## src/pew_pkg.sv

```systemverilog
// shared types, constants and helpers for the prewitt rgb edge block
`default_nettype none

package pew_pkg;

  localparam int MAX_LINE_PIXELS = 1024;
  localparam int MAX_FRAME_ROWS  = 1024;

  localparam int COL_W  = $clog2(MAX_LINE_PIXELS);
  localparam int ROW_W  = $clog2(MAX_FRAME_ROWS);
  localparam int DIM_W  = 11;
  localparam int CHAN_W = 8;
  localparam int PIX_W  = 3 * CHAN_W;
  localparam int LS_W   = 2 * PIX_W;

  localparam int SUM_W        = 10;
  localparam int PROD_W       = 19;
  localparam int EDGE_SCALE   = 483;
  localparam int SCALE_SHIFT  = 10;
  localparam int MAG_MAX      = 255;

  localparam logic [DIM_W-1:0] DIM_MIN          = 11'd3;
  localparam logic [DIM_W-1:0] WIDTH_AT_RESET   = 11'd640;
  localparam logic [DIM_W-1:0] HEIGHT_AT_RESET  = 11'd480;

  // configuration register indexes
  typedef enum logic {
    CFG_FRAME_WIDTH  = 1'b0,
    CFG_FRAME_HEIGHT = 1'b1
  } cfg_idx_t;

  // input word kinds
  typedef enum logic {
    OP_PIXEL = 1'b0,
    OP_FLUSH = 1'b1
  } op_t;

  // one window column, top row first
  typedef struct packed {
    logic [PIX_W-1:0] top;
    logic [PIX_W-1:0] mid;
    logic [PIX_W-1:0] bot;
  } column_t;

  typedef struct packed {
    logic [CHAN_W-1:0] red;
    logic [CHAN_W-1:0] green;
    logic [CHAN_W-1:0] blue;
    logic              frame_end;
  } result_t;

  // clamp a written frame dimension into [3, hi]
  function automatic logic [DIM_W-1:0] clamp_dim(input logic [DIM_W-1:0] v, input int hi);
    logic [DIM_W-1:0] res;
    if (v < DIM_MIN) begin
      res = DIM_MIN;
    end else if (int'(v) > hi) begin
      res = DIM_W'(hi);
    end else begin
      res = v;
    end
    return res;
  endfunction

endpackage

`default_nettype wire

```

## src/pew_edge_calc.sv

```systemverilog
// one color channel: registered column difference, then scaled and saturated magnitude
`default_nettype none

module pew_edge_calc
  import pew_pkg::*;
(
  input  wire logic                  clk,
  input  wire logic                  load,
  input  wire logic [2:0][CHAN_W-1:0] left,
  input  wire logic [2:0][CHAN_W-1:0] right,
  output logic      [CHAN_W-1:0]     mag
);

  logic [SUM_W-1:0]  left_sum;
  logic [SUM_W-1:0]  right_sum;
  logic [SUM_W-1:0]  abs_nxt;
  logic [SUM_W-1:0]  abs_r;
  logic [PROD_W-1:0] prod;
  logic [PROD_W-1:0] scaled;

  always_comb begin
    left_sum  = SUM_W'(left[0]) + SUM_W'(left[1]) + SUM_W'(left[2]);
    right_sum = SUM_W'(right[0]) + SUM_W'(right[1]) + SUM_W'(right[2]);
    abs_nxt   = (right_sum >= left_sum) ? (right_sum - left_sum) : (left_sum - right_sum);
  end

  always_ff @(posedge clk) begin
    if (load) begin
      abs_r <= abs_nxt;
    end
  end

  // |s| * 483 >> 10, saturated
  always_comb begin
    prod   = PROD_W'(abs_r) * PROD_W'(EDGE_SCALE);
    scaled = prod >> SCALE_SHIFT;
    mag    = (scaled > PROD_W'(MAG_MAX)) ? CHAN_W'(MAG_MAX) : scaled[CHAN_W-1:0];
  end

endmodule

`default_nettype wire

```

## config.mk

```make
export PLATFORM = sky130hd
export DESIGN_NAME = pew_edge_calc
export DESIGN_NICKNAME = d
export VERILOG_FILES = /design/src/pew_pkg.sv /design/src/pew_edge_calc.sv
export SDC_FILE = /design/constraint.sdc
export NUM_CORES = 1
export LEC_CHECK = 0
export ABC_AREA = 1
export BUFFER_PORTS_ARGS = -buffer_cell sky130_fd_sc_hd__buf_2
export CORE_AREA = 2 2 92 94
export CTS_BUF_LIST = sky130_fd_sc_hd__clkbuf_8
export DETAILED_ROUTE_END_ITERATION = 8
export DIE_AREA = 0 0 94 96
export GPL_ROUTABILITY_DRIVEN = 0
export GPL_TIMING_DRIVEN = 0
export PLACE_DENSITY = 0.79
export SLEW_MARGIN = 20
export SYNTH_ARGS = -nofsm -noshare
export SYNTH_HDL_FRONTEND = slang
export SYNTH_SLANG_ARGS = --single-unit
```

## constraint.sdc

```tcl
create_clock -name clk -period 4.5 [get_ports clk]
set_input_delay 0.9 -clock clk [delete_from_list [all_inputs] [get_ports clk]]
set_output_delay 0.9 -clock clk [all_outputs]
set_load 0.05 [all_outputs]
```

### Word-level counts from Yosys, hierarchy flattened

Index checks and enable logic that the tools add are counted.

* register bits after elaboration: 10
* input port bits: 50
* output and inout port bits: 8
* word-level logic and storage cells: 12

* add/sub/neg operators: 6
* multipliers: 1
* magnitude comparators: 2
* multiplexer cells: 2

Operators by type and width (number)
* $add 9x8->10: 2
* $sub 10x10->10: 2
* $mul 10x9->19 const B: 1
* $add 8x8->9: 2
* $ge 10x10->1: 1
* $mux 10: 1
* $gt 9x8->1 const B: 1
* $mux 8: 1

### Logic depth before layout (Yosys ltp)

Gate-level depths: netlist of the first run.

* depth in word-level cells: 4
* depth in mapped cells: 20
* gate-level depth less buffers: 19

### Least setup slack after synthesis of the first run

OpenSTA, ideal clock, no wires.

* path type: register -> output
* start point: register abs_r[3]
* end point: output port mag[0]
* arrival time: 4022 ps
* required time: 3600 ps
* setup slack: -422 ps
* stages on the path, launching flop included: 19
* buffers on the path: 0
* cells stage by stage: edfxtp_1 -> inv_1 -> fa_1 -> inv_1 -> fa_1 -> fa_1 -> inv_1 -> fa_1 -> inv_1 -> ha_1 -> nand2_1 -> inv_1 -> a21oi_1 -> nand2_1 -> nand2_1 -> nand2_1 -> nand2_1 -> nand2_4 -> nand2_1

* word-level cells in the longest chain between the ends: 3

Ends and longest elaborated chain
* start, declared: RTL line pew_edge_calc.sv:17 `logic [SUM_W-1:0] abs_r;`
* start signal, assigned: RTL line pew_edge_calc.sv:29 `abs_r <= abs_nxt;`
* $mul 10x9->19 *: RTL line pew_edge_calc.sv:35 `prod = PROD_W'(abs_r) * PROD_W'(EDGE_SCALE);`
* $gt 9x8->1: RTL line pew_edge_calc.sv:37 `mag = (scaled > PROD_W'(MAG_MAX)) ? CHAN_W'(MAG_MAX) : scaled[CHAN_W-1:0];`
* $mux 8 *: RTL line pew_edge_calc.sv:37
* end, declared: RTL line pew_edge_calc.sv:11 `output logic [CHAN_W-1:0] mag`

Mark *: on every way between the ends. The rest lies on a longest branch, timed or not.

### Worst setup path after layout of the first run

* start point: register abs_r[3]
* end point: output port mag[5]

The elaborated chain is that of the path after synthesis.

==> results of run 1 <==
[layout by cell type, fill, tap and decap left out, types with 4 or more instances in the layout]
cell,instances
fa_1,46
nand2_8,9
xnor2_1,4
ha_1,78
buf_4,19
inv_1,120
nor2_1,14
buf_8,8
o21ai_0,5
a21oi_1,26
nand2_2,9
nand4_1,8
nand2_4,4
nand3b_1,6
inv_2,7
o21ai_2,5
buf_2,49
nand3_1,27
edfxtp_1,10
o21bai_1,4
nand2_1,145
xor2_1,20
buf_6,4
ha_4,5
[cells by family after synthesis]
family	Yosys count	synth area share (%)
AND/OR/NAND/NOR	237	23.5
buffers and inverters	134	12.3
AO/OA/AOI/OAI	54	7.65
flip-flops	10	6.87
XOR/XNOR	24	4.81
adder cells (fa/ha/maj)	129	44.8
[area by class of cell]
| cell class | instances | area (um^2) |
|---|---|---|
| timing repair buffer | 74 | 497 |
| tap | 105 | 131 |
| clock buffer | 3 | 41.3 |
| clock inverter | 1 | 3.75 |
| inverter | 128 | 483 |
| fill | 668 | 2730 |
| buffer | 6 | 56.3 |
| sequential | 10 | 300 |
| multi-input combinational | 444 | 3800 |
[what timing repair did]
action / CTS / global route
setup endpoints to repair: 8 / 8
pin swaps: 24 / 6
resized for setup: 39 / 7
buffers inserted: 16 / 1
cloned: 0 / 0
[routing by layer]
metal,GRT usage (%),vias to the layer above
met2,44.8,126
met5,0,-
met4,5.43,0
li1,-,2002
met1,30.6,1880
met3,2.74,17
[through the flow]
stage	TNS, ps	utilization (%)	setup WS, ps	std cells
2_1_floorplan	-1490	-	-186	588
6_report	-5090	66.0	-645	771
3_3_place_gp	-4900	62.0	-614	750
3_5_place_dp	-5410	62.0	-680	750
4_1_cts	-5040	65.6	-635	770
5_1_grt	-6390	66.0	-821	771
[worst max-delay path by stage]
stage               slack (ps)          startpoint  endpoint  depth (start not counted)
finish                    -640  abs_r[3]$_DFFE_PP_    mag[5]                         19
floorplan                 -190  abs_r[4]$_DFFE_PP_    mag[0]                         16
detailed placement        -680  abs_r[3]$_DFFE_PP_    mag[5]                         17
global route              -820  abs_r[1]$_DFFE_PP_    mag[0]                         15
global placement          -610  abs_r[3]$_DFFE_PP_    mag[1]                         17
CTS                       -630  abs_r[1]$_DFFE_PP_    mag[5]                         16
[worst max-delay path, stage by stage, from the launching register on]
cell and delay, ps:
edfxtp_1 470, buf_6 170, fa_1 520, inv_1 60, fa_1 480, inv_1 40
ha_1 260, inv_1 50, fa_1 520, inv_1 60, ha_4 230, nand2_1 50
nand2_1 60, nand2_1 90, nand2_2 70, a21oi_2 170, nand3b_1 190, nand2_8 270
nand2_8 70, buf_8 150
==> impl_results.md, run 1 <==
* Largest net degree at the start of global routing at 11
* CP arrival at 4240 ps
* Root buffer selected by CTS: clkbuf_8
* Area delta synth->final at 21.7%
* Input/output buffers at 57
* Ys async rst share at 0%
* Tot GR Track Use at 24.3%
* Routed wire length at 10.1 mm
* Largest Register: abs_r
* Max reg flops at 10
* Final period util at 114%
* Clock Path Buffers at 2
* Die Span Y at approximately 96 um
* FF+latch count, synth at 10
* Drt first pass iters at 5
* Fmax at 194 MHz
* CTS Sinks at 10
* Avg Inst Size Synth at 7.43 um^2
* Ports at 58
* Worst Hold Launch: load
* Core Rows at 33
* DP Area at 4990 um^2
* Met2 wire length at 5.14 mm
* Area leader, netlist: ha_1
* First-pass GRT wire length at ~18 mm
* Max-cap violations at 0
* Number of global-route vias before repair at roughly 4100
* DR WL met3 at 489 um
* Inserted Diodes at 0
* DRT iter0 DRCs at a little under 300
* Synth top cells by count: nand2_1 (163), inv_1 (127), ha_1 (83), fa_1 (46), a21oi_1 (28)
* # hold bufs at CTS at 0
* Num CTS Buffers at 3
* Hold depth at 1
* Initial antenna violation count at 0
* Core ar. at 8050 um^2
* Critical Path Source Type: flip-flop
* Overflow after GRT at 0
* Layout cells sized above 1 at 20.7%
* Routed via count at between 4000 and 5000
* Outcome: finished with violations
* Setup CP Type: flip-flop to primary output
* Post-synthesis sequential area ratio at 6.87%
* Synth area leaders: ha_1 (24%), fa_1 (21%), nand2_1 (14%)
* Worst setup EP type: primary output
* CTS tree: yes
* DR vias/cell at 5.22
* Max-slew headroom at a little under 70%
* RSZ-0062 raised after global routing: yes
* Cells after Synth at 588
* Post-Syn Nets at 767
* Detailed Place HPWL at approximately 8.5 mm
* Routed metal-1 wirelength at 4.33 mm
* Most frequent cell after synthesis: nand2_1
* Critical Path Fanout Max at 8
* Final hold violations at 0
* Hold_ws at 1030 ps
* Max layer used: met4
* Synth Cell Area at 4370 um^2
* Largest registers: abs_r: 10 flops
* Failing checks: setup timing
* # DRC at 0
* Hold endpoint: abs_r[2]$_DFFE_PP_
* Required @ worst endpoint at between 3000 and 4000 ps
* Share of the synthesized area in the top cell type at 23.8%
* Fin. max-slew vios at 0
* Post-synth EDFFs at 10
* Setup ws final at -645 ps
* Ys flop type: edfxtp_1
* Clock Pin Slew Worst Setup and Hold Paths at 50 ps
* Nets@finish at 846
* Routed wire per std cell at 13.1 um
* Yosys warns at 0
* Finished Cell Area at 5320 um^2
* Setup Viol. Count Final at 8
* Synth cell types at 35
* Worst-margin pin slew at 468 ps
* Die X-Extent at 94 um
* Min-delay worst type: input port to flip-flop
* H-tree depth at 1
* Fin crit period at 5140 ps
* Post-route ant nets at 0
* Starting Density at a little over half
* Die area at 9020 um^2
Power of run 1 is not shown: default switching activity piles up to over one toggle a cycle in this logic, so the estimate is an artifact.
==> inputs of run 2 (changes only) <==
--- a/config.mk
+++ b/config.mk
@@ -7,13 +7,13 @@
 export LEC_CHECK = 0
 export ABC_AREA = 1
 export BUFFER_PORTS_ARGS = -buffer_cell sky130_fd_sc_hd__buf_2
-export CORE_AREA = 2 2 92 94
+export CORE_AREA = 2 2 93 95
 export CTS_BUF_LIST = sky130_fd_sc_hd__clkbuf_8
 export DETAILED_ROUTE_END_ITERATION = 8
-export DIE_AREA = 0 0 94 96
+export DIE_AREA = 0 0 95 97
 export GPL_ROUTABILITY_DRIVEN = 0
 export GPL_TIMING_DRIVEN = 0
-export PLACE_DENSITY = 0.79
+export PLACE_DENSITY = 0.78
 export SLEW_MARGIN = 20
 export SYNTH_ARGS = -nofsm -noshare
 export SYNTH_HDL_FRONTEND = slang
==> run 2 against run 1 <==
Net effect:
- largest cell class unchanged
- global-route usage decreased by 0.98 points
- the run still ends with setup timing left
- die area up 2.1%
- sequential share of layout area is essentially flat
- final cell count rose by 0.13%
- critical path depth up 1
- setup slack improved by 5.5 ps
- first-iteration DRC count decreased by 14%
- non-clock buffer count up 2
- fmax grew 0.11%
- via count increased by 0.60%
- routed wire length up 0.57%
- cell area up 0.26%
==> impl_results.md, run 2 (same netlist as run 1, synthesis figures left out) <==
* CTS tree: yes
* Drt first pass iters at 5
* Core ar. at 8130 um^2
* Critical Path Source Type: flip-flop
* Num CTS Buffers at 3
* Max-slew headroom at between 70% and 80%
* Area delta synth->final at 22.0%
* Routed wire per std cell at 13.2 um
* Setup Viol. Count Final at 8
* Max reg flops at 10
* Ports at 58
* Die X-Extent at about 95 um
* Die Span Y at 97 um
* CP arrival at 4240 ps
* Clock Path Buffers at 2
* Root buffer selected by CTS: clkbuf_8
* H-tree depth at 1
* Outcome: finished with violations
* Required @ worst endpoint at 3600 ps
* Fin crit period at 5140 ps
* Overflow after GRT at 0
* DR vias/cell at about 5.2
* Worst-margin pin slew at 435 ps
* FILL cells at 665
* Failing checks: setup timing
* # DRC at 0
* Core Rows at 33
* Clock Pin Slew Worst Setup and Hold Paths at 50 ps
* Setup CP Type: flip-flop to primary output
* Starting Density at 53.7%
* Inserted Diodes at 0
* DRT iter0 DRCs at 252
* RSZ-0062 raised after global routing: yes
* Fin. max-slew vios at 0
* Number of global-route vias before repair at 4118
* Tot GR Track Use at 23.3%
* Largest Register: abs_r
* Detailed Place HPWL at around 8.3 mm
* Input/output buffers at 57
* Initial antenna violation count at 0
* Min-delay worst type: input port to flip-flop
* Crit path from: abs_r[4]$_DFFE_PP_
* Setup crit end: mag[5]
* Final hold violations at 0
* Largest net degree at the start of global routing at 11
* CTS Sinks at 10
* Largest registers: abs_r: 10 flops
* Layout cells sized above 1 at 21.1%
* Worst setup EP type: primary output
* First-pass GRT wire length at 17.6 mm
* Routed via count at 4049
* Routed wire length at 10.2 mm
* Critical Path Fanout Max at 7
* Fmax at a little under 200 MHz
* Commonest non-fill, non-tap cells in the layout: nand2_1 (144), inv_1 (120), ha_1 (79)
* Setup ws final at -639 ps
* Die area at 9220 um^2
* Post-route ant nets at 0
* Max-cap violations at 0
* Finished Cell Area at approximately 5300 um^2
* Final period util at 114%
* DP Area at 4990 um^2
* Most common cell after layout, fill and taps aside: nand2_1
* Nets@finish at around 850
==> run 2: cell count changes in the layout (fill, tap and decap cells not counted) <==
| cell | previous run | this run |
|---|---|---|
| ha_1 | 78 | 79 |
| buf_4 | 19 | 18 |
| fa_1 | 46 | 45 |
| ha_4 | 5 | 4 |
| nand2_2 | 9 | 12 |
| nand2_1 | 145 | 144 |
| nand2_4 | 4 | 2 |
| clkinv_1 | 1 | 0 |
| buf_12 | 0 | 1 |
| fa_2 | 0 | 1 |
| buf_6 | 4 | 6 |
==> run 2: final cells by class <==
| class | instances | area, um^2 | share of cell area, % |
|---|---|---|---|
| Buffer | 6 | 56.3 | 1.06 |
| Clock buffer | 3 | 41.3 | 0.774 |
| Inverter | 128 | 483 | 9.06 |
| Multi-Input combinational cell | 444 | 3790 | 71.0 |
| Sequential cell | 10 | 300 | 5.63 |
| Tap cell | 105 | 131 | 2.46 |
| Timing Repair Buffer | 76 | 532 | 9.97 |
==> run 2: worst min-delay path by stage <==
stage,startpoint,cells after the start,endpoint
4_1_cts,load,1,abs_r[9]$_DFFE_PP_
3_3_place_gp,load,1,abs_r[1]$_DFFE_PP_
3_5_place_dp,load,1,abs_r[1]$_DFFE_PP_
2_1_floorplan,load,0,abs_r[0]$_DFFE_PP_
6_report,load,1,abs_r[9]$_DFFE_PP_
5_1_grt,load,1,abs_r[9]$_DFFE_PP_
==> run 2: worst max-delay path, cell delays in order, from the launching register on <==
cell	delay, ps
edfxtp_1	470
buf_6	170
fa_1	540
inv_1	60
fa_1	500
inv_1	40
ha_1	260
inv_1	50
fa_1	510
inv_2	40
ha_4	230
nand2_1	60
nand2_1	70
nand2_1	90
nand2_2	70
a21oi_2	160
nand3b_1	190
nand2_8	150
buf_4	150
nand2_8	50
buf_8	150
==> run 2: repair_timing <==
item,in CTS,in global routing
setup buffers,11,8
hold buffers,0,0
setup endpoints to repair,8,8
pin swaps,11,1
resized for setup,32,14
==> run 2: per-stage QoR <==
stage	util [%]	setup WS [ps]	hold slack (ps)	setup TNS [ps]	instances
after global placement	61.3	-621	1290	-4950	750
after CTS	64.0	-666	1060	-5220	764
after global routing	65.5	-825	1070	-6530	772
after detailed placement	61.3	-674	1290	-5360	750
after floorplan	-	-186	1010	-1490	588
final	65.5	-639	1060	-5020	772
==> run 2: layer usage <==
metal	vias to the layer above	GRT usage (%)	wire [um]
met5	-	0	0
li1	2000	-	-
met1	1886	30.7	4340
met4	0	4.46	187
met3	22	1.71	542
met2	141	41.7	5110
Power of run 2 is left out for the same reason.
