--- src/pew_pkg.sv ---
// shared types, constants and helpers for the prewitt rgb edge block
`default_nettype none

package pew_pkg;

  localparam int MAX_LINE_PIXELS = 1024;
  localparam int MAX_FRAME_ROWS  = 1024;

  localparam int COL_W  = $clog2(MAX_LINE_PIXELS);
  localparam int ROW_W  = $clog2(MAX_FRAME_ROWS);
  localparam int DIM_W  = 11;
  localparam int CHAN_W = 8;
  localparam int PIX_W  = 3 * CHAN_W;
  localparam int LS_W   = 2 * PIX_W;

  localparam int SUM_W        = 10;
  localparam int PROD_W       = 19;
  localparam int EDGE_SCALE   = 483;
  localparam int SCALE_SHIFT  = 10;
  localparam int MAG_MAX      = 255;

  localparam logic [DIM_W-1:0] DIM_MIN          = 11'd3;
  localparam logic [DIM_W-1:0] WIDTH_AT_RESET   = 11'd640;
  localparam logic [DIM_W-1:0] HEIGHT_AT_RESET  = 11'd480;

  // configuration register indexes
  typedef enum logic {
    CFG_FRAME_WIDTH  = 1'b0,
    CFG_FRAME_HEIGHT = 1'b1
  } cfg_idx_t;

  // input word kinds
  typedef enum logic {
    OP_PIXEL = 1'b0,
    OP_FLUSH = 1'b1
  } op_t;

  // one window column, top row first
  typedef struct packed {
    logic [PIX_W-1:0] top;
    logic [PIX_W-1:0] mid;
    logic [PIX_W-1:0] bot;
  } column_t;

  typedef struct packed {
    logic [CHAN_W-1:0] red;
    logic [CHAN_W-1:0] green;
    logic [CHAN_W-1:0] blue;
    logic              frame_end;
  } result_t;

  // clamp a written frame dimension into [3, hi]
  function automatic logic [DIM_W-1:0] clamp_dim(input logic [DIM_W-1:0] v, input int hi);
    logic [DIM_W-1:0] res;
    if (v < DIM_MIN) begin
      res = DIM_MIN;
    end else if (int'(v) > hi) begin
      res = DIM_W'(hi);
    end else begin
      res = v;
    end
    return res;
  endfunction

endpackage

`default_nettype wire

--- src/pew_col_cell.sv ---
// one column cell of the 3x3 window, loads from its right-hand neighbor
`default_nettype none

module pew_col_cell
  import pew_pkg::*;
(
  input  wire logic    clk,
  input  wire logic    rst_n,
  input  wire logic    shift_en,
  input  wire column_t col_in,
  output column_t      col_r
);

  column_t col_nxt;

  always_comb begin
    col_nxt = shift_en ? col_in : col_r;
  end

  always_ff @(posedge clk) begin
    if (!rst_n) begin
      col_r <= '0;
    end else begin
      col_r <= col_nxt;
    end
  end

endmodule

`default_nettype wire

--- config.mk ---
export PLATFORM = sky130hd
export DESIGN_NAME = pew_col_cell
export DESIGN_NICKNAME = d
export VERILOG_FILES = /design/src/pew_pkg.sv /design/src/pew_col_cell.sv
export SDC_FILE = /design/constraint.sdc
export NUM_CORES = 1
export LEC_CHECK = 0
export BUFFER_PORTS_ARGS = -buffer_cell sky130_fd_sc_hd__buf_2
export CORE_ASPECT_RATIO = 0.6
export CORE_MARGIN = 3
export CORE_UTILIZATION = 24
export CTS_CLUSTER_DIAMETER = 100
export DETAILED_ROUTE_END_ITERATION = 16
export PLACE_DENSITY = 0.5
export SYNTH_ARGS = -nofsm -noshare
export SYNTH_HDL_FRONTEND = slang
export SYNTH_SLANG_ARGS = --single-unit
--- constraint.sdc ---
create_clock -name clk -period 1 [get_ports clk]
set_input_delay 0.15 -clock clk [delete_from_list [all_inputs] [get_ports clk]]
set_output_delay 0.15 -clock clk [all_outputs]
set_load 0.05 [all_outputs]
# ---- Word level (Yosys, flattened, before mapping)
# Index checks and enable logic that the tools add are counted.
dict set report op_classes {
  n_addsub 0
  n_mul 0
  div_mod_pow 0
  magnitude_cmp 0
  eq_ne 0
  shift 0
  n_mux 0
  bitwise 0
  reduce_logical 0
}
dict set report totals {
  register_bits 72
  latchBits 0
  ram_bits 0
  rom_bits 0
  input_bits 75
  out_inout_bits 72
  word_cells 3
  n_memories 0
}

# ---- Longest topological paths before layout
# Gate-level depths: netlist (run 1).
dict set report logic_depth {
  word_depth 0
  ltp_mapped 4
  mapped_depth_nobuf 2
}

# ---- Least setup slack after synthesis (run 1)
# Ideal clock, no wire load.
dict set report synth_path {
  kind {flip-flop to flip-flop}
  start {register, netlist name col_r[0]}
  end {register col_r[0] in the netlist's numbering}
  setup_ps 66
  arrival_time_ps 838
  required_time_ps 934
  path_slack_ps 97
  stages_incl_launch_ff 3
  path_buffers 0
  period_less_slack_ps 903
  path_cell_list {dfxtp_1 mux2i_1 nor2b_1}
}
# element line_no
set synth_rtl {}
lappend synth_rtl {{end signal: assignment} pew_col_cell.sv:24} ;# col_r <= col_nxt;
lappend synth_rtl {{end: declaration} pew_col_cell.sv:11} ;# output column_t col_r

# ---- Final worst setup path (run 1)
dict set report layout_path {
  start {register col_r[45] in the netlist's numbering}
  end {output port col_r[45] in the netlist's numbering}
}
# No word-level cell between the ends.

==> key figures, run 1 <==
Floorplanning
  – IO Pins: 147
  – Total core area: around 11000 um2
  – Cell Rows: 29
  – Starting density of the core: 25.36%
  – Die Y: 89.07 um
  – Die Width: 144.4 um
  – DIE AREA: roughly 13000 um2

Timing
  – Tmin final: between 0.9 and 1 ns
  – Peak Freq: slightly above 1000 MHz
  – Final setup fails: 0
  – Hold Vio Cnt, Final: 0
  – Pins Over Slew Limit: 0
  – Worst-Margin Slew: around 0.28 ns
  – Fin Clk Skew: 0 ns
  – Tcrit/Tclk final: 98.12%
  – RSZ-0062 raised after global routing: yes
  – Max transition margin: 81.66%

Power and ir drop
  – Clock group share of total power: between 40 and 50%
  – Pwr/cell area: 1835 nW/um2
  – Overall power: approximately 8.4 mW
  – Sequential power share: between 30% and 40%
  – NetSw: between 2 and 2.5 mW
  – Logic pwr share: about a fifth
  – Leakage: about 2.1 nW
  – Internal power: ~6 mW
  – Switching fraction of total power: between 20% and 30%
  – VDD IR max: roughly 840 uV

Clocking
  – CTS Sinks: between 70 and 80
  – Root buf cell: clkbuf_16
  – Clock insertion delay at the later pin of the skew report: 0.33 ns
  – TritonCTS buffer count: 9
  – CTS tree: yes
  – Clock Tree Buf Depth: 2
  – H-tree level count: 3
  – Clk pin slew, worst setup/hold paths: about 0.060 ns

Setup path
  – WP data required: approximately 0.85 ns
  – CP Launch Type: flip-flop
  – Critical Path AT: between 0.8 and 0.9 ns
  – CP Depth: 1
  – Critical Path Slowest Stage Cell: dfxtp_2
  – Reg2reg path depth: 3
  – Top delay family on crit path: flip-flops
  – Crit-path max cell delay: roughly 0.35 ns
  – Worst path buffer plus inverter count: 1
  – Setup crit end kind: output port
  – Crit Path Max Fanout: 2
  – Worst path cell trace: buf_8
  – Critical path class: reg2out

Layout
  – Share of cells above drive strength 1: between 60 and 70%
  – ANT cells: 0
  – P&R area growth vs syn: 66.41%
  – Final Cell Area: roughly 4600 um2
  – Layout Nets: roughly 450
  – Reg with most FFs: col_r
  – Final core utilization: 42.20%
  – Largest registers: col_r x72
  – Max reg flops: about 70

Placed design
  – Post-DP HPWL: between 4 and 5 mm
  – Number of port buffers: between 100 and 150
  – Placed cell areas: ~3600 um2
  – RePlAce Congestion: 0.6944

Synthesis
  – Synthesized instance count: between 200 and 250
  – Yosys cell types: 7
  – Mux cell area share after synthesis: between 20% and 30%
  – Ranking of synthesized cells by area: dfxtp_1, mux2i_1, nor2b_1
  – Yosys top cell by area: dfxtp_1
  – Post-synthesis compound-gate area fraction: 0%
  – Syn_nets: roughly 310
  – Sequential share of the synthesized area: between 50% and 60%
  – Netlist Area Pre-Place: around 2800 um2
  – Adder-cell share of the synthesized area: 0%
  – Synth Area in Simple Gates: between 10% and 20%
  – Yosys warnings: 0
  – FF+latch count, synth: 72
  – Synth Area in XOR/XNOR: 0%
  – Top-area cell type share of the netlist area: a little over half
  – Syn Area/Cell: approximately 12 um2
  – Largest family of logic cells by synthesized area: multiplexers

Routing
  – Final antenna-violating net count: 0
  – Vias/cell: just over 4
  – Initial DRC Count: between 60 and 70
  – WL per Instance: approximately 13 um
  – # DRC: 0
  – First-pass DRT Iterations: 4
  – WL final: 6.893 mm
  – Total number of vias: about 2100

Status
  – Status: completed

Global routing
  – Initial antenna violation count: 0
  – Vias in the first global route: between 2000 and 2500
  – Largest net degree at the start of global routing: between 70 and 80
  – Total track usage: 10.53%
  – First-pass GRT wire length: between 10 and 15 mm
  – Overflow after GRT: 0

Hold path
  – Hold Path Depth: 3
  – Hold Path Class: in2reg

Flow run
  – Max-cap check violation count: 0
==> layer usage <==
layer	global-route usage [%]	vias up	routed length (um)
met3	6.414	8	820
li1	-	1055	-
met1	13.10	942	3189
met4	3.810	0	65
met2	14.91	104	2817
met5	0	-	0
==> synth_stat cells <==
| cell type | instances |
|---|---|
| buf_6 | 1 |
| buf_8 | 7 |
| clkbuf_1 | 7 |
| clkbuf_2 | 1 |
| dfxtp_1 | 72 |
| mux2i_1 | 72 |
| nor2b_1 | 72 |
==> cells by family (layout without fill, tap and decap cells) <==
logic type             count (synthesis)  after routing
muxes                                 72             72
DFF                                   72             72
and+or+nand+nor                       72             72
buffers and inverters                 16            167
==> power groups by stage <==
stage	sequential (mW)	combinational, mW	clock (mW)
3_5_place_dp	3.18	1.38	0
4_1_cts	3.20	1.58	3.71
5_1_grt	3.24	1.72	3.85
3_3_place_gp	3.19	1.36	0
2_1_floorplan	3.78	0.412	0
6_report	3.22	1.63	3.59
==> metrics by stage <==
| stage | TNS (ns) | instances | setup WS (ns) | hold slack, ns |
|---|---|---|---|---|
| 6_report | 0 | 522 | 0.01884 | 0.07673 |
| 5_1_grt | -0.2244 | 522 | -0.01708 | 0.06999 |
| 4_1_cts | 0 | 521 | 0.0002280 | 0.06366 |
| 3_5_place_dp | 0 | 505 | 0.03911 | 0.4154 |
| 3_3_place_gp | 0 | 505 | 0.06176 | 0.4056 |
| 2_1_floorplan | 0 | 232 | 0.09660 | 0.3195 |
==> area by class of cell <==
type | count | area (um2)
Tap cell | 139 | 173.9
Fill cell | 1033 | 6292
Timing Repair Buffer | 151 | 1375
Sequential cell | 72 | 1531
Clock inverter | 4 | 75.07
Multi-Input combinational cell | 144 | 1171
Clock buffer | 12 | 266.5
==> repair_timing <==
item / 4_1_cts / 5_1_grt
endpoints found under the setup margin: 72 / 47
gates resized for setup: 207 / 40
setup buffers: 0 / 1
hold buffers: 0 / 0
==> final timing paths <==
path | from | to | slack, ns
max | col_r[45]$_SDFFE_PN0P_ | col_r[45] | 0.02
min | col_in[43] | col_r[43]$_SDFFE_PN0P_ | 0.08
max reg2reg | col_r[24]$_SDFFE_PN0P_ | col_r[24]$_SDFFE_PN0P_ | 0.25
min reg2reg | col_r[52]$_SDFFE_PN0P_ | col_r[52]$_SDFFE_PN0P_ | 0.52
==> cell usage in the layout (no fill, tap or decap) <==
cell type   instances
buf_12              3
buf_2              73
buf_4               3
buf_6              41
buf_8              31
bufinv_16           2
clkbuf_16           9
clkbuf_8            3
clkinvlp_4          2
dfxtp_2            72
mux2i_1            72
nor2b_1            72
(Power assumes the default switching activity.)
==> run 2, diff against run 1 <==
--- a/config.mk
+++ b/config.mk
@@ -5,7 +5,7 @@
 export SDC_FILE = /design/constraint.sdc
 export NUM_CORES = 1
 export LEC_CHECK = 0
-export BUFFER_PORTS_ARGS = -buffer_cell sky130_fd_sc_hd__buf_2
+export BUFFER_PORTS_ARGS = -buffer_cell sky130_fd_sc_hd__buf_4
 export CORE_ASPECT_RATIO = 0.6
 export CORE_MARGIN = 3
 export CORE_UTILIZATION = 24
==> run 2 against run 1 <==
  * Sequential power hardly changed
  * Combinational power is 4% higher
  * Via count is 2.4% lower
  * Design area is 3.5% higher
  * Die area stayed put
  * Non-clock buffer count is 1 lower
  * Core utilization is 1.5 points higher
  * Flip-flop and latch count stayed put
  * Clock-buffer cell count is 2 lower
  * Clock skew stayed put
  * Largest power group unchanged
==> key figures, run 2 (same netlist as run 1, synthesis figures left out) <==
Status
  – Status: completed

Setup path
  – WP data required: 0.85 ns (about the same)
  – Top delay family on crit path: flip-flops
  – Reg2reg path depth: 2 (-1)
  – CP Launch Type: flip-flop
  – Critical Path AT: 0.83 ns (about the same)
  – Critical Path Slowest Stage Cell: dfxtp_2
  – Reg2reg setup slack: 0.36 ns (+0.11 ns)
  – R2R Path Start: col_r[68]$_SDFFE_PN0P_
  – Worst path buffer plus inverter count: 1 (unchanged)
  – Crit Path Max Fanout: 2 (unchanged)
  – Setup crit end kind: output port
  – Crit-path max cell delay: 0.36 ns (about the same)
  – Critical R2R Capture: col_r[68]$_SDFFE_PN0P_
  – Critical path class: reg2out
  – Worst path cell trace: buf_8

Hold path
  – Hold Path Depth: 3 (unchanged)
  – Min-delay src: col_in[42]
  – Hold Path Class: in2reg
  – Hold worst-path end: col_r[42]$_SDFFE_PN0P_

Routing
  – WL final: 7.112 mm (+3.2%)
  – WL per Instance: 13.65 um (+3.4%)
  – Initial DRC Count: 52 (-21%)
  – Total number of vias: 2058 (-2.4%)
  – # DRC: 0 (unchanged)
  – Vias/cell: 3.950 (-2.2%)
  – Final antenna-violating net count: 0 (unchanged)
  – First-pass DRT Iterations: 4 (unchanged)

Power and ir drop
  – Pwr/cell area: 1787 nW/um2 (-2.6%)
  – Leakage: 2.192 nW (+2.6%)
  – VDD IR max: 876.0 uV (+3.9%)

Placed design
  – Post-DP HPWL: 5.088 mm (+11%)
  – Placed cell areas: 3938 um2 (+9.8%)
  – RePlAce Congestion: 0.7036 (+1.3%)
  – Number of port buffers: 146 (unchanged)
  – Inst Count DP: 505 (unchanged)

Layout
  – ANT cells: 0 (unchanged)
  – Largest registers: col_r x72
  – Leading cell type in the layout, fill and taps excluded: buf_4
  – Cell Count, Final, Fillers Out: 521 (-0.19%)
  – Share of cells above drive strength 1: 62.04% (-0.36 points)
  – Final Cell Area: 4753 um2 (+3.5%)
  – Reg with most FFs: col_r
  – Max reg flops: 72 (unchanged)
  – Commonest cells after routing, fill and taps aside: buf_4, mux2i_1, nor2b_1, dfxtp_2, buf_6
  – Layout Nets: 452 (-0.22%)
  – P&R area growth vs syn: 72.21%

Global routing
  – Vias in the first global route: 2107 (-1.5%)
  – Largest net degree at the start of global routing: 73 (unchanged)
  – Total track usage: 11.04% (+0.51 points)
  – First-pass GRT wire length: 10.98 mm (+5.2%)
  – Overflow after GRT: 0 (unchanged)
  – Initial antenna violation count: 0 (unchanged)

Timing
  – Tcrit/Tclk final: 98.15% (about the same)
  – Hold_ws: 0.08157 ns (+0.004845 ns)
  – Tmin final: 0.9815 ns (+0.0003623 ns)
  – Worst-Margin Slew: 0.5759 ns (+0.3007 ns)
  – Final setup fails: 0 (unchanged)
  – RSZ-0062 raised after global routing: yes
  – Pins Over Slew Limit: 0 (unchanged)
  – Hold Vio Cnt, Final: 0 (unchanged)
  – Final setup TNS: 0 ns (unchanged)
  – Max transition margin: 61.61% (-20 points)
  – Peak Freq: 1019 MHz (about the same)
  – Fin Clk Skew: 0 ns (unchanged)

Floorplanning
  – Total core area: 10890 um2 (unchanged)
  – DIE AREA: 12870 um2 (unchanged)
  – Cell Rows: 29 (unchanged)
  – Die Width: 144.4 um (unchanged)
  – IO Pins: 147 (unchanged)
  – Die Y: 89.07 um (unchanged)
  – Starting density of the core: 25.36% (unchanged)

Clocking
  – CTS Sinks: 72 (unchanged)
  – Clock Tree Buf Depth: 2 (unchanged)
  – Hold_buf cts: 0 (unchanged)
  – H-tree level count: 3 (unchanged)
  – Root buf cell: clkbuf_16
  – Clock insertion delay at the later pin of the skew report: 0.32 ns (about the same)
  – CTS tree: yes
  – Clk pin slew, worst setup/hold paths: 0.06 ns (about the same)
  – TritonCTS buffer count: 9 (unchanged)

Flow run
  – Max-cap check violation count: 0 (unchanged)
[run 2: area by class of cell]
type	instances	area (um2)
timing repair buffer	150	1538
clock buffer	10	229.0
clock inverter	6	107.6
sequential	72	1534
fill	1059	6132
tap	139	173.9
multi-input combinational	144	1171
[run 2: timing repair]
action                                  in CTS  in global routing
setup buffers                                0                  0
resized for setup                          130                 46
endpoints found under the setup margin      72                 47
hold endpoints to repair                     0                  0
[run 2: how the worst max path moves through the flow]
stage | start | end | slack [ns] | cells after the start
6_report | col_r[31]$_SDFFE_PN0P_ | col_r[31] | 0.02 | 1
3_3_place_gp | rst_n | col_r[51]$_SDFFE_PN0P_ | 0.07 | 2
2_1_floorplan | col_r[0]$_SDFFE_PN0P_ | col_r[0]$_SDFFE_PN0P_ | 0.1 | 2
5_1_grt | col_r[31]$_SDFFE_PN0P_ | col_r[31] | -0.02 | 1
3_5_place_dp | rst_n | col_r[68]$_SDFFE_PN0P_ | 0.04 | 2
4_1_cts | col_r[7]$_SDFFE_PN0P_ | col_r[7] | 0.00005 | 1
[run 2: worst min-delay path: cells and delay by family]
kind,cells,cell delay (ns)
buf+inv,1,0.07
mux,1,0.06
simple gates,1,0.09
[run 2: per-layer routing]
metal,global-route usage [%],share of wire [%],vias to the layer above
li1,-,-,1059
met1,14.77,47,893
met2,14.41,38,98
met3,7.055,13,8
met4,3.302,1.1,0
met5,0,0,-
[run 2: report_power, final]
| part | switching (mW) | internal (mW) |
|---|---|---|
| Sequential | 0.136 | 3.08 |
| Combinational | 0.914 | 0.783 |
| Clock | 1.16 | 2.43 |
[run 2: stage by stage]
stage	power, mW	setup WS [ns]	utilization [%]
final	8.496	0.01848	43.67
after global routing	8.919	-0.01852	43.67
after CTS	8.582	0.00005213	42.44
after detailed placement	4.749	0.03957	36.17
after global placement	4.737	0.07099	36.17
after floorplan	4.191	0.09660	-
==> run 3, diff against run 2 <==
==> constraint.sdc (replaced) <==
create_clock -name clk -period 1.08 [get_ports clk]
set_input_delay 0.162 -clock clk [delete_from_list [all_inputs] [get_ports clk]]
set_output_delay 0.162 -clock clk [all_outputs]
set_load 0.05 [all_outputs]
==> run 3 against run 2 <==
  * Non-clock buffer count decreased by 1
  * Global-route usage shrank 0.57 points
  * Flip-flop and latch count is the same
  * Core utilization fell by 4.9 points
  * Clock skew unchanged
  * Clock power fell by 26%
  * Hold slack gained 0.015 ns
  * Via count is 1.9% lower
  * Critical path depth stayed put
  * Highest routed layer unchanged
==> key figures, run 3 (same netlist as run 1, synthesis figures left out) <==
Status
  – Status: completed

Clocking
  – H-tree level count: 3 (unchanged)
  – Clk pin slew, worst setup/hold paths: 0.05 ns (about the same)
  – Post-CTS Setup Inserts: 0 (unchanged)
  – Clock Tree Buf Depth: 2 (unchanged)
  – Root buf cell: clkbuf_16
  – CTS Sinks: 72 (unchanged)
  – Clock insertion delay at the later pin of the skew report: 0.32 ns (about the same)
  – Hold_buf cts: 0 (unchanged)
  – TritonCTS buffer count: 9 (unchanged)
  – Post_cts resized: 0 (-100%)
  – CTS tree: yes

Layout
  – Largest registers: col_r x72
  – Final Cell Area: 4225 um2 (-11%)
  – Final core utilization: 38.82% (-4.9 points)
  – Commonest cells after routing, fill and taps aside: buf_4, mux2i_1, nor2b_1, dfxtp_1
  – Layout Nets: 451 (-0.22%)
  – Leading cell type in the layout, fill and taps excluded: buf_4
  – P&R area growth vs syn: 53.08%
  – ANT cells: 0 (unchanged)
  – Share of cells above drive strength 1: 42.59% (-19 points)
  – Max reg flops: 72 (unchanged)
  – Reg with most FFs: col_r

Setup path
  – Reg2reg setup slack: 0.43 ns (+0.07 ns)
  – Worst path buffer plus inverter count: 1 (unchanged)
  – R2R Path Start: col_r[70]$_SDFFE_PN0P_
  – Reg2reg path depth: 2 (unchanged)
  – Setup crit end kind: output port
  – Crit Path Max Fanout: 2 (unchanged)
  – Top delay family on crit path: flip-flops
  – Crit-path max cell delay: 0.35 ns (about the same)
  – Critical path class: reg2out
  – Critical Path Slowest Stage Cell: dfxtp_1
  – Critical R2R Capture: col_r[70]$_SDFFE_PN0P_
  – WP data required: 0.92 ns (+0.07 ns)
  – Worst path cell trace: buf_4
  – Critical Path AT: 0.88 ns (+0.05 ns)
  – CP Launch Type: flip-flop

Global routing
  – Vias in the first global route: 2039 (-3.2%)
  – Largest net degree at the start of global routing: 73 (unchanged)
  – Total track usage: 10.47% (-0.57 points)
  – Initial antenna violation count: 0 (unchanged)
  – Overflow after GRT: 0 (unchanged)
  – First-pass GRT wire length: 10.23 mm (-6.8%)

Flow run
  – Max-cap check violation count: 0 (unchanged)

Routing
  – Vias/cell: 3.905 (-1.1%)
  – WL per Instance: 13.36 um (-2.1%)
  – First-pass DRT Iterations: 4 (unchanged)
  – Total number of vias: 2019 (-1.9%)
  – WL final: 6.909 mm (-2.9%)
  – Initial DRC Count: 48 (-7.7%)
  – Final antenna-violating net count: 0 (unchanged)
  – # DRC: 0 (unchanged)

Power and ir drop
  – Leakage: 2.039 nW (-7.0%)
  – Pwr/cell area: 1652 nW/um2 (-7.6%)
  – VDD IR max: 718.7 uV (-18%)

Timing
  – Hold_ws: 0.09618 ns (+0.01461 ns)
  – Pins Over Slew Limit: 0 (unchanged)
  – Peak Freq: around 960 MHz
  – PnR worst setup slack: 0.04283 ns (+0.02435 ns)
  – Fin Clk Skew: 0 ns (unchanged)
  – Tcrit/Tclk final: between 90% and 100%
  – Final setup fails: 0 (unchanged)
  – RSZ-0062 raised after global routing: no
  – Hold Vio Cnt, Final: 0 (unchanged)
  – Final setup TNS: 0 ns (unchanged)
  – Max transition margin: 60.26% (-1.3 points)
  – Worst-Margin Slew: 0.5961 ns (+0.02022 ns)
  – Tmin final: 1.037 ns

Floorplanning
  – Total core area: 10890 um2 (unchanged)
  – Cell Rows: 29 (unchanged)
  – IO Pins: 147 (unchanged)
  – Die Y: 89.07 um (unchanged)
  – DIE AREA: 12870 um2 (unchanged)
  – Die Width: 144.4 um (unchanged)
  – Starting density of the core: 25.36% (unchanged)

Placed design
  – Worst slack at placement: 0.06108 ns (+0.02151 ns)
  – RePlAce Congestion: 0.7263 (+3.2%)
  – Number of port buffers: 146 (unchanged)
  – Placed cell areas: 3930 um2 (-0.19%)
  – Post-DP HPWL: 4.928 mm (-3.1%)

Hold path
  – Min-delay src: col_in[19]
  – Hold Path Class: in2reg
  – Hold Path Depth: 3 (unchanged)
  – Hold worst-path end: col_r[19]$_SDFFE_PN0P_
## run 3: cell types whose count changed in the layout (fill, tap and decap cells not counted), moves of 2 or more
cell,before,now
buf_4,76,138
buf_6,41,9
buf_8,31,0
bufinv_16,3,0
clkbuf_8,0,2
dfxtp_1,0,72
dfxtp_2,71,0
## run 3: worst max-delay path by stage
stage	from	end	slack, ns	cells past startpoint
global placement	shift_en	col_r[34]$_SDFFE_PN0P_	0.12	4
floorplan	col_r[0]$_SDFFE_PN0P_	col_r[0]$_SDFFE_PN0P_	0.18	2
detailed placement	shift_en	col_r[70]$_SDFFE_PN0P_	0.06	4
global route	col_r[33]$_SDFFE_PN0P_	col_r[33]	0.001	1
CTS	col_r[16]$_SDFFE_PN0P_	col_r[16]	0.0009	1
finish	col_r[31]$_SDFFE_PN0P_	col_r[31]	0.04	1
## run 3: area by class of cell
cell class                 instances  area, um2
clock buffer                      12      256.5
fill                            1073       6660
sequential                        72       1441
timing repair buffer             149       1177
clock inverter                     1      5.005
multi-input combinational        144       1171
tap                              139      173.9
## run 3: report_power, final
part / switching, mW / internal, mW / total, mW
logic: 0.843 / 0.586 / 1.43
registers: 0.0868 / 2.82 / 2.91
clock network: 1.01 / 1.64 / 2.64
total: 1.94 / 5.04 / 6.98
## run 3: worst register-to-register path, delay by kind of cell, from the launching register on
family | cells | cell delay (ns)
and+or+nand+nor | 1 | 0.07
muxes | 1 | 0.16
DFF | 1 | 0.31
## run 3: metal layers
layer  GRT usage [%]  vias to the layer above  share of wire (%)
met5               0                        -                  0
li1                -                     1047                  -
met3           7.215                        8                 14
met2           13.61                       95                 38
met1           13.48                      869                 47
met4           3.810                        0                1.3
## run 3: metrics by stage
stage / power [mW] / std cells
after CTS: 7.107 / 517
final: 6.980 / 517
after detailed placement: 4.391 / 504
after global placement: 4.382 / 504
after global routing: 7.338 / 517
after floorplan: 3.881 / 232
